--- src/sv/reb_pkg.sv ---
// Shared types and constants for the rotary encoder and button qualifier.
// No dependencies; every other file of the block refers to this package.
`timescale 1ns / 1ps
`default_nettype none
package reb_pkg;

  // Event codes carried by the operation field.
  typedef enum logic [1:0] {
    OP_A_EDGE = 2'd0,
    OP_BUTTON = 2'd1,
    OP_TICK   = 2'd2
  } op_e;

  // Reported button state.
  typedef enum logic [1:0] {
    BTN_RELEASED = 2'd0,
    BTN_PRESSED  = 2'd1,
    BTN_LONG     = 2'd2
  } btn_state_e;

  // Configuration register indexes.
  localparam int unsigned CfgIdxW = 2;
  localparam logic [CfgIdxW-1:0] CFG_DEBOUNCE = 2'd0;
  localparam logic [CfgIdxW-1:0] CFG_LONG     = 2'd1;
  localparam logic [CfgIdxW-1:0] CFG_RELOAD   = 2'd2;

  localparam int unsigned TimerW = 16;
  localparam int unsigned PosW   = 32;

  localparam logic [TimerW-1:0] DebounceReset = 16'd2000;
  localparam logic [TimerW-1:0] LongReset     = 16'd50000;
  localparam logic [TimerW-1:0] ReloadReset   = 16'd65535;

  // Timer load values held by the configuration registers.
  typedef struct packed {
    logic [TimerW-1:0] debounce_ticks;
    logic [TimerW-1:0] long_press_ticks;
    logic [TimerW-1:0] reload_ticks;
  } cfg_t;

  // One input word.
  typedef struct packed {
    logic [1:0] operation;
    logic       b_level;
    logic       button_level;
  } item_t;

  // One result word.
  typedef struct packed {
    logic signed [PosW-1:0] position;
    logic                   turned_clockwise;
    logic                   turned_counterclockwise;
    logic                   press_event;
    logic                   long_press_event;
    logic                   release_event;
    logic [1:0]             button_status;
  } result_t;

endpackage
`default_nettype wire

--- src/sv/reb_if.sv ---
// Valid/ready channel interfaces for input and result words.
// Depends on reb_pkg for field widths.
`timescale 1ns / 1ps
`default_nettype none
interface reb_in_if;
  logic       valid;
  logic       ready;
  logic [1:0] operation;
  logic       b_level;
  logic       button_level;

  modport source (output valid, output operation, output b_level, output button_level,
                  input ready);
  modport sink (input valid, input operation, input b_level, input button_level,
                output ready);
endinterface

interface reb_out_if;
  logic                            valid;
  logic                            ready;
  logic signed [reb_pkg::PosW-1:0] position;
  logic                            turned_clockwise;
  logic                            turned_counterclockwise;
  logic                            press_event;
  logic                            long_press_event;
  logic                            release_event;
  logic [1:0]                      button_status;

  modport source (output valid, output position, output turned_clockwise,
                  output turned_counterclockwise, output press_event,
                  output long_press_event, output release_event, output button_status,
                  input ready);
  modport sink (input valid, input position, input turned_clockwise,
                input turned_counterclockwise, input press_event,
                input long_press_event, input release_event, input button_status,
                output ready);
endinterface
`default_nettype wire

--- src/sv/rotary_encoder_button_qualifier_top.sv ---
// Top level: input register, event engine, result register, configuration.
// Depends on reb_pkg, reb_if, reb_cfg_regs and reb_engine.
//
//   Port       Dir  Kind          Words
//   in_i       in   valid/ready   operation, b_level, button_level
//   out_o      out  valid/ready   position, turn, press, long, release, status
//   cfg_*_i    in   write only    debounce, long-press, reload timer loads
//
// One word per cycle sustained while results are taken; each word passes
// the input register, then engine logic into the result register.
// The input register takes a word while a result waits, so both sides stall
// independently. Reset clears all state; configuration returns to defaults.
`timescale 1ns / 1ps
`default_nettype none
module rotary_encoder_button_qualifier_top #(
  parameter int unsigned COUNT_WIDTH = 32
) (
  input  wire logic                        clk_i,
  input  wire logic                        rst_ni,
  reb_in_if.sink                           in_i,
  reb_out_if.source                        out_o,
  input  wire logic                        cfg_we_i,
  input  wire logic [reb_pkg::CfgIdxW-1:0] cfg_index_i,
  input  wire logic [reb_pkg::TimerW-1:0]  cfg_wdata_i
);

  reb_pkg::cfg_t    cfg;
  reb_pkg::item_t   item_q;
  reb_pkg::result_t result, result_q;
  logic             item_vld_q, out_vld_q;
  logic             advance;

  reb_cfg_regs u_cfg (
    .clk_i   (clk_i),
    .rst_ni  (rst_ni),
    .we_i    (cfg_we_i),
    .index_i (cfg_index_i),
    .wdata_i (cfg_wdata_i),
    .cfg_o   (cfg)
  );

  // The held word moves into the result register when that register is free.
  assign advance    = item_vld_q && (!out_vld_q || out_o.ready);
  assign in_i.ready = !item_vld_q || advance;

  // Input register.
  always_ff @(posedge clk_i or negedge rst_ni) begin
    if (!rst_ni) begin
      item_vld_q <= 1'b0;
    end else if (in_i.ready) begin
      item_vld_q <= in_i.valid;
    end
  end

  always_ff @(posedge clk_i) begin
    if (in_i.valid && in_i.ready) begin
      item_q.operation    <= in_i.operation;
      item_q.b_level      <= in_i.b_level;
      item_q.button_level <= in_i.button_level;
    end
  end

  reb_engine #(
    .COUNT_WIDTH (COUNT_WIDTH)
  ) u_engine (
    .clk_i    (clk_i),
    .rst_ni   (rst_ni),
    .step_i   (advance),
    .item_i   (item_q),
    .cfg_i    (cfg),
    .result_o (result)
  );

  // Result register.
  always_ff @(posedge clk_i or negedge rst_ni) begin
    if (!rst_ni) begin
      out_vld_q <= 1'b0;
    end else if (advance) begin
      out_vld_q <= 1'b1;
    end else if (out_o.ready) begin
      out_vld_q <= 1'b0;
    end
  end

  always_ff @(posedge clk_i) begin
    if (advance) begin
      result_q <= result;
    end
  end

  assign out_o.valid                   = out_vld_q;
  assign out_o.position                = result_q.position;
  assign out_o.turned_clockwise        = result_q.turned_clockwise;
  assign out_o.turned_counterclockwise = result_q.turned_counterclockwise;
  assign out_o.press_event             = result_q.press_event;
  assign out_o.long_press_event        = result_q.long_press_event;
  assign out_o.release_event           = result_q.release_event;
  assign out_o.button_status           = result_q.button_status;

`ifndef SYNTHESIS
  // A held word is never dropped while the result register is blocked.
  a_item_held: assert property (@(posedge clk_i) disable iff (!rst_ni)
    item_vld_q && !advance |=> item_vld_q)
    else $error("input word lost while stalled");

  // Press and release need opposite button levels.
  a_press_rel: assert property (@(posedge clk_i) disable iff (!rst_ni)
    out_vld_q |-> !(result_q.press_event && result_q.release_event))
    else $error("press and release in one word");

  // A turn word carries no button event.
  a_turn_only: assert property (@(posedge clk_i) disable iff (!rst_ni)
    out_vld_q && (result_q.turned_clockwise || result_q.turned_counterclockwise) |->
      $onehot({result_q.turned_clockwise, result_q.turned_counterclockwise}) &&
      !(result_q.press_event || result_q.long_press_event || result_q.release_event))
    else $error("turn word mixed with other events");

  // A release event leaves the status at released.
  a_rel_status: assert property (@(posedge clk_i) disable iff (!rst_ni)
    out_vld_q && result_q.release_event |->
      result_q.button_status == reb_pkg::BTN_RELEASED)
    else $error("release event with wrong status");
`endif

endmodule
`default_nettype wire

--- src/sv/reb_cfg_regs.sv ---
// Configuration registers: debounce, long-press and reload timer loads.
// Depends on reb_pkg for the index codes and the cfg_t struct.
`timescale 1ns / 1ps
`default_nettype none
module reb_cfg_regs (
  input  wire logic                         clk_i,
  input  wire logic                         rst_ni,
  input  wire logic                         we_i,
  input  wire logic [reb_pkg::CfgIdxW-1:0]  index_i,
  input  wire logic [reb_pkg::TimerW-1:0]   wdata_i,
  output reb_pkg::cfg_t                     cfg_o
);

  reb_pkg::cfg_t cfg_q, cfg_d;

  // Decode the write index; unknown indexes are dropped.
  always_comb begin
    cfg_d = cfg_q;
    if (we_i) begin
      unique case (index_i)
        reb_pkg::CFG_DEBOUNCE: cfg_d.debounce_ticks   = wdata_i;
        reb_pkg::CFG_LONG:     cfg_d.long_press_ticks = wdata_i;
        reb_pkg::CFG_RELOAD:   cfg_d.reload_ticks     = wdata_i;
        default: ;
      endcase
    end
  end

  always_ff @(posedge clk_i or negedge rst_ni) begin
    if (!rst_ni) begin
      cfg_q.debounce_ticks   <= reb_pkg::DebounceReset;
      cfg_q.long_press_ticks <= reb_pkg::LongReset;
      cfg_q.reload_ticks     <= reb_pkg::ReloadReset;
    end else begin
      cfg_q <= cfg_d;
    end
  end

  assign cfg_o = cfg_q;

endmodule
`default_nettype wire

--- src/sv/reb_engine.sv ---
// Event engine: rotation count, debounce checks, timer and reported state.
// Depends on reb_pkg for item, result and configuration types.
`timescale 1ns / 1ps
`default_nettype none
module reb_engine #(
  parameter int unsigned COUNT_WIDTH = 32
) (
  input  wire logic            clk_i,
  input  wire logic            rst_ni,
  input  wire logic            step_i,
  input  wire reb_pkg::item_t  item_i,
  input  wire reb_pkg::cfg_t   cfg_i,
  output reb_pkg::result_t     result_o
);

  logic [COUNT_WIDTH-1:0]     count_q, count_d;
  logic                       rotated_q, rotated_d;
  logic                       press_pend_q, press_pend_d;
  logic                       rel_pend_q, rel_pend_d;
  logic                       long_pend_q, long_pend_d;
  logic [reb_pkg::TimerW-1:0] remain_q, remain_d;
  logic                       running_q, running_d;
  reb_pkg::btn_state_e        status_q, status_d;
  logic cw, ccw, pr, lp, rel;

  // Next state for one word, resolved in the same order as the checks fire.
  always_comb begin
    count_d      = count_q;
    rotated_d    = rotated_q;
    press_pend_d = press_pend_q;
    rel_pend_d   = rel_pend_q;
    long_pend_d  = long_pend_q;
    remain_d     = remain_q;
    running_d    = running_q;
    status_d     = status_q;
    cw  = 1'b0;
    ccw = 1'b0;
    pr  = 1'b0;
    lp  = 1'b0;
    rel = 1'b0;
    case (item_i.operation)
      reb_pkg::OP_A_EDGE: begin
        rotated_d = 1'b1;
        if (!item_i.b_level) begin
          count_d = count_q + COUNT_WIDTH'(1);
          cw      = 1'b1;
        end else begin
          count_d = count_q - COUNT_WIDTH'(1);
          ccw     = 1'b1;
        end
      end
      reb_pkg::OP_BUTTON: begin
        if (!item_i.button_level) press_pend_d = 1'b1;
        else                      rel_pend_d   = 1'b1;
        remain_d  = cfg_i.debounce_ticks;
        running_d = 1'b1;
      end
      reb_pkg::OP_TICK: begin
        if (running_q) begin
          if (remain_q != '0) begin
            remain_d = remain_q - reb_pkg::TimerW'(1);
          end else begin
            remain_d = cfg_i.reload_ticks;
            // Long-press check.
            if (long_pend_q) begin
              long_pend_d = 1'b0;
              if (!item_i.button_level) begin
                status_d = reb_pkg::BTN_LONG;
                lp       = 1'b1;
              end
            end
            // Press check: a confirmed press arms the long-press timing.
            if (press_pend_q) begin
              press_pend_d = 1'b0;
              if (!item_i.button_level) begin
                status_d    = reb_pkg::BTN_PRESSED;
                rotated_d   = 1'b0;
                pr          = 1'b1;
                long_pend_d = 1'b1;
                remain_d    = cfg_i.long_press_ticks;
              end
            end
            // Release check: only counts when no rotation followed the press.
            if (rel_pend_q) begin
              rel_pend_d = 1'b0;
              if (item_i.button_level && !rotated_d) begin
                status_d  = reb_pkg::BTN_RELEASED;
                rel       = 1'b1;
                running_d = 1'b0;
              end
            end
          end
        end
      end
      default: ;
    endcase
  end

  always_ff @(posedge clk_i or negedge rst_ni) begin
    if (!rst_ni) begin
      count_q      <= '0;
      rotated_q    <= 1'b0;
      press_pend_q <= 1'b0;
      rel_pend_q   <= 1'b0;
      long_pend_q  <= 1'b0;
      remain_q     <= '0;
      running_q    <= 1'b0;
      status_q     <= reb_pkg::BTN_RELEASED;
    end else if (step_i) begin
      count_q      <= count_d;
      rotated_q    <= rotated_d;
      press_pend_q <= press_pend_d;
      rel_pend_q   <= rel_pend_d;
      long_pend_q  <= long_pend_d;
      remain_q     <= remain_d;
      running_q    <= running_d;
      status_q     <= status_d;
    end
  end

  // Result fields; the count is sign-extended or truncated to the port width.
  always_comb begin
    result_o.position                = reb_pkg::PosW'($signed(count_d));
    result_o.turned_clockwise        = cw;
    result_o.turned_counterclockwise = ccw;
    result_o.press_event             = pr;
    result_o.long_press_event        = lp;
    result_o.release_event           = rel;
    result_o.button_status           = status_d;
  end

endmodule
`default_nettype wire

--- src/flat_wrapper.sv ---
// flat-port wrapper written by rule: the top's interface ports become plain ports
module rotary_encoder_button_qualifier_top_flat 
#(
  parameter int unsigned COUNT_WIDTH = 32
)
  (clk_i, rst_ni, cfg_we_i, cfg_index_i, cfg_wdata_i, in_i_valid, in_i_operation, in_i_b_level, in_i_button_level, in_i_ready, out_o_valid, out_o_position, out_o_turned_clockwise, out_o_turned_counterclockwise, out_o_press_event, out_o_long_press_event, out_o_release_event, out_o_button_status, out_o_ready);
  reb_in_if in_i_i ();
  reb_out_if out_o_i ();
  input  wire logic clk_i;
  input  wire logic rst_ni;
  input  wire logic cfg_we_i;
  input  wire logic [reb_pkg::CfgIdxW-1:0] cfg_index_i;
  input  wire logic [reb_pkg::TimerW-1:0] cfg_wdata_i;
  input wire logic [$bits(in_i_i.valid)-1:0] in_i_valid;
  input wire logic [$bits(in_i_i.operation)-1:0] in_i_operation;
  input wire logic [$bits(in_i_i.b_level)-1:0] in_i_b_level;
  input wire logic [$bits(in_i_i.button_level)-1:0] in_i_button_level;
  output wire logic [$bits(in_i_i.ready)-1:0] in_i_ready;
  output wire logic [$bits(out_o_i.valid)-1:0] out_o_valid;
  output wire logic [$bits(out_o_i.position)-1:0] out_o_position;
  output wire logic [$bits(out_o_i.turned_clockwise)-1:0] out_o_turned_clockwise;
  output wire logic [$bits(out_o_i.turned_counterclockwise)-1:0] out_o_turned_counterclockwise;
  output wire logic [$bits(out_o_i.press_event)-1:0] out_o_press_event;
  output wire logic [$bits(out_o_i.long_press_event)-1:0] out_o_long_press_event;
  output wire logic [$bits(out_o_i.release_event)-1:0] out_o_release_event;
  output wire logic [$bits(out_o_i.button_status)-1:0] out_o_button_status;
  input wire logic [$bits(out_o_i.ready)-1:0] out_o_ready;
  assign in_i_i.valid = in_i_valid;
  assign in_i_i.operation = in_i_operation;
  assign in_i_i.b_level = in_i_b_level;
  assign in_i_i.button_level = in_i_button_level;
  assign in_i_ready = in_i_i.ready;
  assign out_o_valid = out_o_i.valid;
  assign out_o_position = out_o_i.position;
  assign out_o_turned_clockwise = out_o_i.turned_clockwise;
  assign out_o_turned_counterclockwise = out_o_i.turned_counterclockwise;
  assign out_o_press_event = out_o_i.press_event;
  assign out_o_long_press_event = out_o_i.long_press_event;
  assign out_o_release_event = out_o_i.release_event;
  assign out_o_button_status = out_o_i.button_status;
  assign out_o_i.ready = out_o_ready;
  rotary_encoder_button_qualifier_top #(.COUNT_WIDTH(COUNT_WIDTH)) u_core (.clk_i(clk_i), .rst_ni(rst_ni), .in_i(in_i_i), .out_o(out_o_i), .cfg_we_i(cfg_we_i), .cfg_index_i(cfg_index_i), .cfg_wdata_i(cfg_wdata_i));
endmodule
--- config.mk ---
export PLATFORM = sky130hd
export DESIGN_NAME = rotary_encoder_button_qualifier_top_flat
export DESIGN_NICKNAME = d
export VERILOG_FILES = /design/src/sv/reb_pkg.sv /design/src/sv/reb_if.sv /design/src/sv/rotary_encoder_button_qualifier_top.sv /design/src/sv/reb_cfg_regs.sv /design/src/sv/reb_engine.sv /design/src/flat_wrapper.sv
export SDC_FILE = /design/constraint.sdc
export NUM_CORES = 1
export LEC_CHECK = 0
export CAP_MARGIN = 10
export CORE_UTILIZATION = 55
export DETAILED_ROUTE_END_ITERATION = 10
export DONT_BUFFER_PORTS = 1
export GPL_ROUTABILITY_DRIVEN = 0
export HOLD_SLACK_MARGIN = 0.06
export PLACE_DENSITY = 0.78
export SETUP_SLACK_MARGIN = 0.4
export SYNTH_ARGS = -nofsm -noshare
export SYNTH_HDL_FRONTEND = slang
export SYNTH_SLANG_ARGS = --single-unit
--- constraint.sdc ---
create_clock -name clk_i -period 7.98 [get_ports clk_i]
set_input_delay 0.798 -clock clk_i [delete_from_list [all_inputs] [get_ports clk_i]]
set_output_delay 0.798 -clock clk_i [all_outputs]
set_load 0.05 [all_outputs]
# Yosys cells after proc, flatten, opt, wreduce, memory -nomap -nowiden
# Index checks and enable logic that the tools add are counted.
totals:
  out_inout_bits: 41
  reg_bits: 148
  word_cells: 107
  mem_count: 0
  rom_bits: 0
  latch_bits: 0
  inputBits: 27
  ramBits: 0
classes:
  n_addsub: 3
  multipliers: 0
  n_mux: 42
  magnitude_cmp: 0
  div_mod_pow: 0
  n_bitwise: 5
  reduce_logical: 26
  n_eq_ne: 8
  shift: 0
op_table:
  columns: ["operator", "n"]
  rows:
  - ["$mux W16", 4]
  - ["$mux W32", 2]
  - ["$add A32 B1 Y32 const B", 1]
  - ["$pmux W16 S2", 1]
  - ["$sub A32 B1 Y32 const B", 1]
  - ["$mux W1", 22]
  - ["$mux W2", 9]
  - ["$reduce_bool A16 Y1", 1]
  - ["$sub A16 B1 Y16 const B", 1]
  - ["$reduce_and A5 Y1", 2]
  - ["$pmux W1 S2", 4]
  - ["$reduce_and A2 Y1", 4]
  - ["$reduce_and A4 Y1", 2]
  - ["$reduce_or A4 Y1", 2]
  - ["$ne A2 B2 Y1 const B", 3]
  - ["$reduce_bool A2 Y1", 3]
  - ["$not A1 Y1", 5]
  - ["$eq A2 B1 Y1 const B", 2]
  - ["$eq A2 B2 Y1 const B", 2]
  - ["$logic_not A2 Y1", 2]
  - ["$logic_and A1 B1 Y1", 3]
  - ["$logic_not A1 Y1", 3]
  - ["$reduce_and A3 Y1", 1]
  - ["$reduce_or A3 Y1", 1]
  - ["other kinds (2)", 3]

# Longest topological paths before layout
# Gate-level depths: netlist of the first run.
logic_depth:
  word_depth: 12
  mapped_depth: 11
  depth_no_buf: 9

# Cells and area by module
# A second synthesis of the first run with hierarchy kept.
unflattened:
  hier_cells: 759
  area_unflattened_um2: 8405.6
by_module_without_submodules:
  columns: ["mod", "cells_per_inst", "n_inst", "area_each_um2", "seq_area_each_um2"]
  rows:
  - ["reb_engine", 606, 1, 5159.9, 1376.3]
  - ["reb_cfg_regs", 102, 1, 1850.5, 1236.2]
  - ["rotary_encoder_button_qualifier_top", 51, 1, 1395.1, 1341.3]

# Least setup slack after synthesis of the first run
# Ideal clock, no wire load.
synth_path:
  kind: "input port to flip-flop"
  from: "input port out_o_ready"
  to: "register u_core.u_engine.remain_q[0] in the netlist's numbering"
  t_required_ps: 7842
  slack_ps: 4491
  path_stages: 8
  arrival_time_ps: 3350
  n_path_buf: 2
  setup_time_ps: 138
  cell_sequence: "nand2b_1 > nand2_1 > inv_1 > clkbuf_1 > nand2_1 > clkbuf_1 > nand2_1 > o21ai_0"
synth_via:
  elab_chain_cells: 3
synth_rtl:
  columns: ["item", "line", "rtl"]
  rows:
  - ["start: declaration", "flat_wrapper.sv:27", "input wire logic [$bits(out_o_i.ready)-1:0] out_o_ready;"]
  - ["$logic_or A1 B1 Y1", "rotary_encoder_button_qualifier_top.sv:43", "assign advance = item_vld_q && (!out_vld_q || out_o.ready);"]
  - ["$logic_and A1 B1 Y1", "rotary_encoder_button_qualifier_top.sv:43", null]
  - ["named net u_core.advance", "rotary_encoder_button_qualifier_top.sv:31", "logic advance;"]
  - ["$reduce_and A3 Y1 (no source line)", null, null]
  - ["end signal: assignment", "reb_engine.sv:115", "remain_q <= remain_d;"]
  - ["end: declaration", "reb_engine.sv:21", "logic [reb_pkg::TimerW-1:0] remain_q, remain_d;"]
# The timed path passes the listed nets, and every way through them passes these cells.
# A chain may end at the register's enable or synchronous reset.

==> impl_metrics.ini, run 1 <==
[detailed_routing]
vias = 5842
met1_length_um = 8016
ant_nets = 0
wl_met2_um = 8429
wirelength_um = 17680
vias_per_cell = 6.215
first_pass_iters = 5
route.met3.wl_um = 835
routed.top_layer = met4
drc = 0
wire_per_inst_um = 18.81
drt_iter0_drc = 518

[power]
p_leak_nw = 3.700
p_per_area_mw_per_mm2 = 384.8
vdd_drop_max_uv = 208.2
p_total_mw = 3.428

[worst_setup_path]
worstPathCellList = buf_4 > fa_1 > a21o_1 > a311o_1 > o2111ai_1 > a21oi_1 > a41oi_1 > o31ai_2 > xor2_1 > mux2_2
start_kind = register
cpMaxStageDelayCell = a41oi_1
worstPathBufferInverterCount = 1
critPathMaxStageDelay_ns = 0.63
startpoint = u_core.item_q[1]
crit_path_max_fanout = 37
r2r-start = u_core.item_q[1]
critPathTopFamily = compound AO/OA/AOI/OAI gates
critPathKind = register to register
arrival_ns = 3.86
cp-end-kind = register
worst_ep_required_time_ns = 8.16

[yosys]
synth_flop_cell = dfrtp_1
ys_warn_count = 0
avgSynthCellArea_um2 = 10.86
synth_common_cells = mux2_2 (94), nand2_1 (87), dfrtp_1 (77), a21oi_1 (66), edfxtp_1 (43)
synth_area_leaders = dfrtp_1 (24%), edfxtp_1 (16%), mux2_2 (13%)
yosys.area.top_type_share_pct = 23.62
post-synth-top-count-cell = mux2_2
syn_inst = 751
synth_cell_type_count = 65
async_flop_share_pct = 70.95
synth_edf_count = 43
synth_area_mm2 = 0.008157
yosys.area.top_type = dfrtp_1
yosys_register_bits = 148
yosysSeqAreaShare_pct = 48.47
syn_nets = 814

[layout]
fin_nets = 806
regArea_mm2 = 0.003954
finalInstanceArea_mm2 = 0.008907
areaGrowthSynthToFinish_pct = 9.204
fillers = 1107
multi_input_area_mm2 = 0.004003
post-route-util_pct = 61.52
drive_gt1_share_pct = 22.75
antennaDiodeCount = 0

[timing]
tns_ns = 0
min_period_ns = 3.684
rsz0062_at_grt = false
fmax_mhz = 271.5
fin_skew_ns = 0.008104
setup_violations = 0
finalHoldViolCount = 0
drv_slew = 0
worst_slack_ns = 4.296
tightestPinTransition_ns = 1.226
max_slew_margin_pct = 18.26
fin_crit_sh_pct = 46.16

[floorplan]
pin_count = 68
die_x_um = 123.8
rows = 44
fp.coreArea_mm2 = 0.01448
die_area_mm2 = 0.01532
start_util_pct = 56.33
dieHeight_um = 123.8

[clock_network]
cts_tree = yes
clk_latency_ns = 0.43
cts_setup_buffers = 0
cts_max_path_buffers = 2
cts-root-buf = clkbuf_16
clk_pin_slew_ns = 0.07
htreeDepth = 4
cts_buffers = 17
cts_sinks = 148

[placement]
dp_slack_ns = 4.291
placed_cell_area_mm2 = 0.008284
post-dp-hpwl_um = 11650
portBuffers = 0

[grt]
antenna_found_initial = 0
overflow = 0
grt_pass1_wl_um = 29370
grt_pass1_vias = 5812
grt_usage_pct = 25.18
grt_max_degree = 78

[flow_run]
drv_cap = 0

[min_path]
hold_class = input pin to async pin

[status]
outcome = complete, no violations
[cells by family (layout without fill, tap and decap cells)]
logic type | count (synthesis) | count (layout) | share of synthesized area, %
multiplexers | 110 | 110 | 14.94
buffers and inverters | 50 | 55 | 2.516
AO/OA/AOI/OAI | 180 | 180 | 13.91
AND/OR/NAND/NOR | 194 | 194 | 11.00
adder cells (fa/ha/maj) | 36 | 36 | 5.614
XOR/XNOR | 33 | 33 | 3.544
flip-flops | 148 | 148 | 48.47
[worst paths after layout]
check | slack (ns) | cells after the start | to
worst max-delay path | 4.30 | 10 | u_core.out_o.position[26]
worst min-delay path | 0.21 | 0 | u_core.u_cfg.cfg_o[24]
worst max register to register | 4.30 | 10 | u_core.out_o.position[26]
worst min register to register | 0.50 | 2 | u_core.u_engine.remain_q[12]
max in group asynchronous | 7.39 | 1 | u_core.item_vld_q
min in group clk_i | 0.46 | 0 | u_core.item_q[1]
[metal layers]
layer	GRT usage [%]	vias up
met5	0	-
met4	10.47	0
met3	5.357	32
met2	40.17	192
met1	33.19	2882
li1	-	2736
[sequential cells by signal, indices dropped and copies added, names as in the netlist, 2 cells and up]
name / cells
u_core.item_q: 4
u_core.out_o.position: 32
u_core.u_cfg.cfg_o: 48
u_core.u_engine.count_q: 32
u_core.u_engine.status_q: 2
u_core.u_engine.remain_q: 16
u_core.out_o.button_status: 2
[power breakdown]
group          internal [mW]  leakage (nW)  switching [mW]
Sequential              1.06          1.63           0.343
Combinational          0.539          1.78           0.682
Clock                  0.425         0.291           0.379
[cell type report]
class	instances	share of cell area (%)
multi-input cells	553	44.94
flip-flops and latches	148	44.39
clock buffers	17	4.776
well taps	184	2.585
clock inverters	15	1.910
inverters	18	0.7585
repair buffers	5	0.6462
[worst register-to-register path, delay by kind of cell (launching register included)]
family                     cells  cell delay [ns]
AOI/OAI and AO/OA              6             1.80
adders and majority gates      1             0.48
DFF                            1             0.39
buffers and inverters          1             0.29
muxes                          1             0.29
xor gates and xnor gates       1             0.19
[repair_timing]
action,4_1_cts,5_1_grt
gates resized for setup,0,0
endpoints found under the hold margin,77,0
hold buffers,1,0
[layout by cell type (no fill, tap or decap), types with 5 or more instances in the layout]
master | Yosys | routed
nand2b_1 | 6 | 6
a21o_1 | 19 | 19
a21oi_1 | 66 | 66
inv_1 | 18 | 17
nand3b_1 | 5 | 5
xor2_1 | 13 | 13
inv_8 | 0 | 7
dfrtp_1 | 77 | 77
a211oi_1 | 8 | 8
o21ai_0 | 34 | 34
edfxtp_1 | 43 | 43
nand4_1 | 11 | 11
mux2i_1 | 16 | 16
nor3_1 | 12 | 12
nand3_1 | 9 | 9
ha_1 | 35 | 35
dfstp_2 | 28 | 28
clkbuf_16 | 0 | 17
a221oi_1 | 5 | 5
o21ai_1 | 10 | 10
o21bai_1 | 5 | 5
nand2_1 | 87 | 87
xnor2_1 | 20 | 20
nor2_1 | 41 | 41
or3_1 | 5 | 5
mux2_2 | 94 | 94
[through the flow]
stage	instances	hold WS [ns]
3_5_place_dp	907	0.4824
5_1_grt	940	0.1892
4_1_cts	940	0.2002
2_1_floorplan	751	0.4472
3_3_place_gp	907	0.4642
6_report	940	0.2094
Power figures use the tool's default switching activity.
==> inputs of run 2 (changes only) <==
--- a/config.mk
+++ b/config.mk
@@ -11,7 +11,7 @@
 export DONT_BUFFER_PORTS = 1
 export GPL_ROUTABILITY_DRIVEN = 0
 export HOLD_SLACK_MARGIN = 0.06
-export PLACE_DENSITY = 0.78
+export PLACE_DENSITY = 0.81
 export SETUP_SLACK_MARGIN = 0.4
 export SYNTH_ARGS = -nofsm -noshare
 export SYNTH_HDL_FRONTEND = slang
==> constraint.sdc (replaced) <==
create_clock -name clk_i -period 3.3 [get_ports clk_i]
set_input_delay 0.33 -clock clk_i [delete_from_list [all_inputs] [get_ports clk_i]]
set_output_delay 0.33 -clock clk_i [all_outputs]
set_load 0.05 [all_outputs]
==> impl_metrics.ini, run 2 (synthesis results as in run 1) <==
[status]
outcome = complete, no violations

[power]
power_frac_comb_pct = 44.1
clockPowerShare_pct = 19.0
power_frac_seq_pct = 36.9
power_switching_mw = 3.944
cell_internal_pwr_mw = 5.536
switching_share_pct = 41.60
p_leak_nw = 4.167
p_per_area_mw_per_mm2 = 936.2
vdd_drop_max_uv = 458.8

[worst_setup_path]
critPathTopFamily = compound AO/OA/AOI/OAI gates
regToRegSetupSlack_ns = 0.09
r2r-end = u_core.out_o.position[28]
critPathKind = register to register
r2r-start = u_core.item_q[1]
worstPathCellList = buf_4 > buf_6 > buf_16 > ha_2 > a21o_1 > a21o_1 > a21oi_1 > o21ai_1 > a41oi_2 > buf_6 > o41a_1 > xnor2_2 > mux2_2
arrival_ns = 3.38
cp-end-kind = register
worst_ep_required_time_ns = 3.47
start_kind = register
critPathMaxStageDelay_ns = 0.43
worstPathBufferInverterCount = 4
crit_path_max_fanout = 10
cpMaxStageDelayCell = edfxtp_1
reg2regPathDepth = 13
startpoint = u_core.item_q[1]

[grt]
grt_pass1_vias = 6406
grt_pass1_wl_um = 31760
overflow = 0
grt_usage_pct = 27.17
antenna_found_initial = 0
grt_max_degree = 106

[layout]
antennaDiodeCount = 0
final_cell_mix = mux2_2 (87), nand2_1 (82), dfrtp_1 (77)
areaGrowthSynthToFinish_pct = 24.15
fin_nets = 882
drive_gt1_share_pct = 34.98
finalInstanceArea_mm2 = 0.01013
post-route-util_pct = 69.94
final_common_cell = mux2_2
largest_reg_flops = 48

[timing]
fin_crit_sh_pct = 97.23
tightestPinTransition_ns = 1.224
fmax_mhz = 311.7
finalHoldViolCount = 0
min_period_ns = 3.209
rsz0062_at_grt = true
tns_ns = 0
hold_slack_ns = 0.1037
drv_slew = 0
setup_violations = 0
fin_skew_ns = 0.01182
worst_slack_ns = 0.09129
max_slew_margin_pct = 18.39

[detailed_routing]
vias_per_cell = 6.539
vias = 6644
drt_iter0_drc = 628
wire_per_inst_um = 21.91
ant_nets = 0
first_pass_iters = 5
drc = 0
wirelength_um = 22260

[placement]
placed_cell_area_mm2 = 0.008502
post-dp-hpwl_um = 12580
portBuffers = 0
dp_slack_ns = 0.1421

[clock_network]
cts-root-buf = clkbuf_16
cts_tree = yes
cts_max_path_buffers = 2
clk_pin_slew_ns = 0.06
cts_sinks = 148
clk_latency_ns = 0.43
cts_buffers = 17
htreeDepth = 4

[min_path]
whs_endpoint = u_core.out_o.valid
min_from = out_o_ready
hold_class = input pin to register
hold_depth = 2

[floorplan]
fp.coreArea_mm2 = 0.01448
pin_count = 68
die_x_um = 123.8
rows = 44
start_util_pct = 56.33
die_area_mm2 = 0.01532
dieHeight_um = 123.8

[flow_run]
drv_cap = 0
run 2: worst max-delay path by stage:
| stage | endpoint | slack, ns | cells past startpoint |
|---|---|---|---|
| 3_3_place_gp | u_core.out_o.position[24] | 0.23 | 10 |
| 6_report | u_core.out_o.position[28] | 0.09 | 13 |
| 5_1_grt | u_core.u_engine.count_q[31] | 0.05 | 12 |
| 3_5_place_dp | u_core.out_o.position[27] | 0.14 | 10 |
| 2_1_floorplan | u_core.out_o.position[28] | -0.08 | 9 |
| 4_1_cts | u_core.out_o.position[31] | 0.17 | 11 |
run 2: worst reg2reg max path, cell delays in order (launching register included):
cell      delay [ns]
edfxtp_1        0.43
buf_4           0.17
buf_6           0.12
buf_16          0.16
ha_2            0.40
a21o_1          0.15
a21o_1          0.15
a21oi_1         0.13
o21ai_1         0.25
a41oi_2         0.06
buf_6           0.17
o41a_1          0.35
xnor2_2         0.16
mux2_2          0.27
run 2: cell type report:
type | instances | area, um2
clock buffers | 21 | 450.4
clock inverters | 11 | 92.59
fillers | 942 | 4353
inverters | 18 | 67.56
multi-input cells | 553 | 4577
flip-flops and latches | 148 | 3954
well taps | 184 | 230.2
repair buffers | 81 | 754.5
run 2: metrics by stage:
step	power, mW	cells
floorplan	5.713	751
global placement	6.257	924
detailed placement	6.457	924
CTS	8.696	1003
global route	9.893	1016
finish	9.480	1016
run 2: metal layers:
metal	vias up	track usage [%]	share of wire (%)
met2	405	45.31	49
li1	2889	-	-
met1	3243	33.33	39
met4	0	12.35	4.3
met5	-	0	0
met3	107	6.410	7.5
run 2: power by group through the flow:
stage / Combinational (mW) / Clock, mW / Sequential, mW
after global placement: 2.86 / 0 / 3.39
after CTS: 3.44 / 1.82 / 3.44
final: 4.18 / 1.80 / 3.50
after global routing: 4.43 / 1.91 / 3.55
after floorplan: 2.40 / 0 / 3.31
after detailed placement: 3.01 / 0 / 3.44
run 2: what timing repair did:
action	4_1_cts	5_1_grt
pin swaps	25	39
hold buffers	23	0
hold endpoints to repair	158	0
gates cloned	1	0
resized for setup	47	54
endpoints found under the setup margin	27	39
setup buffers	23	13
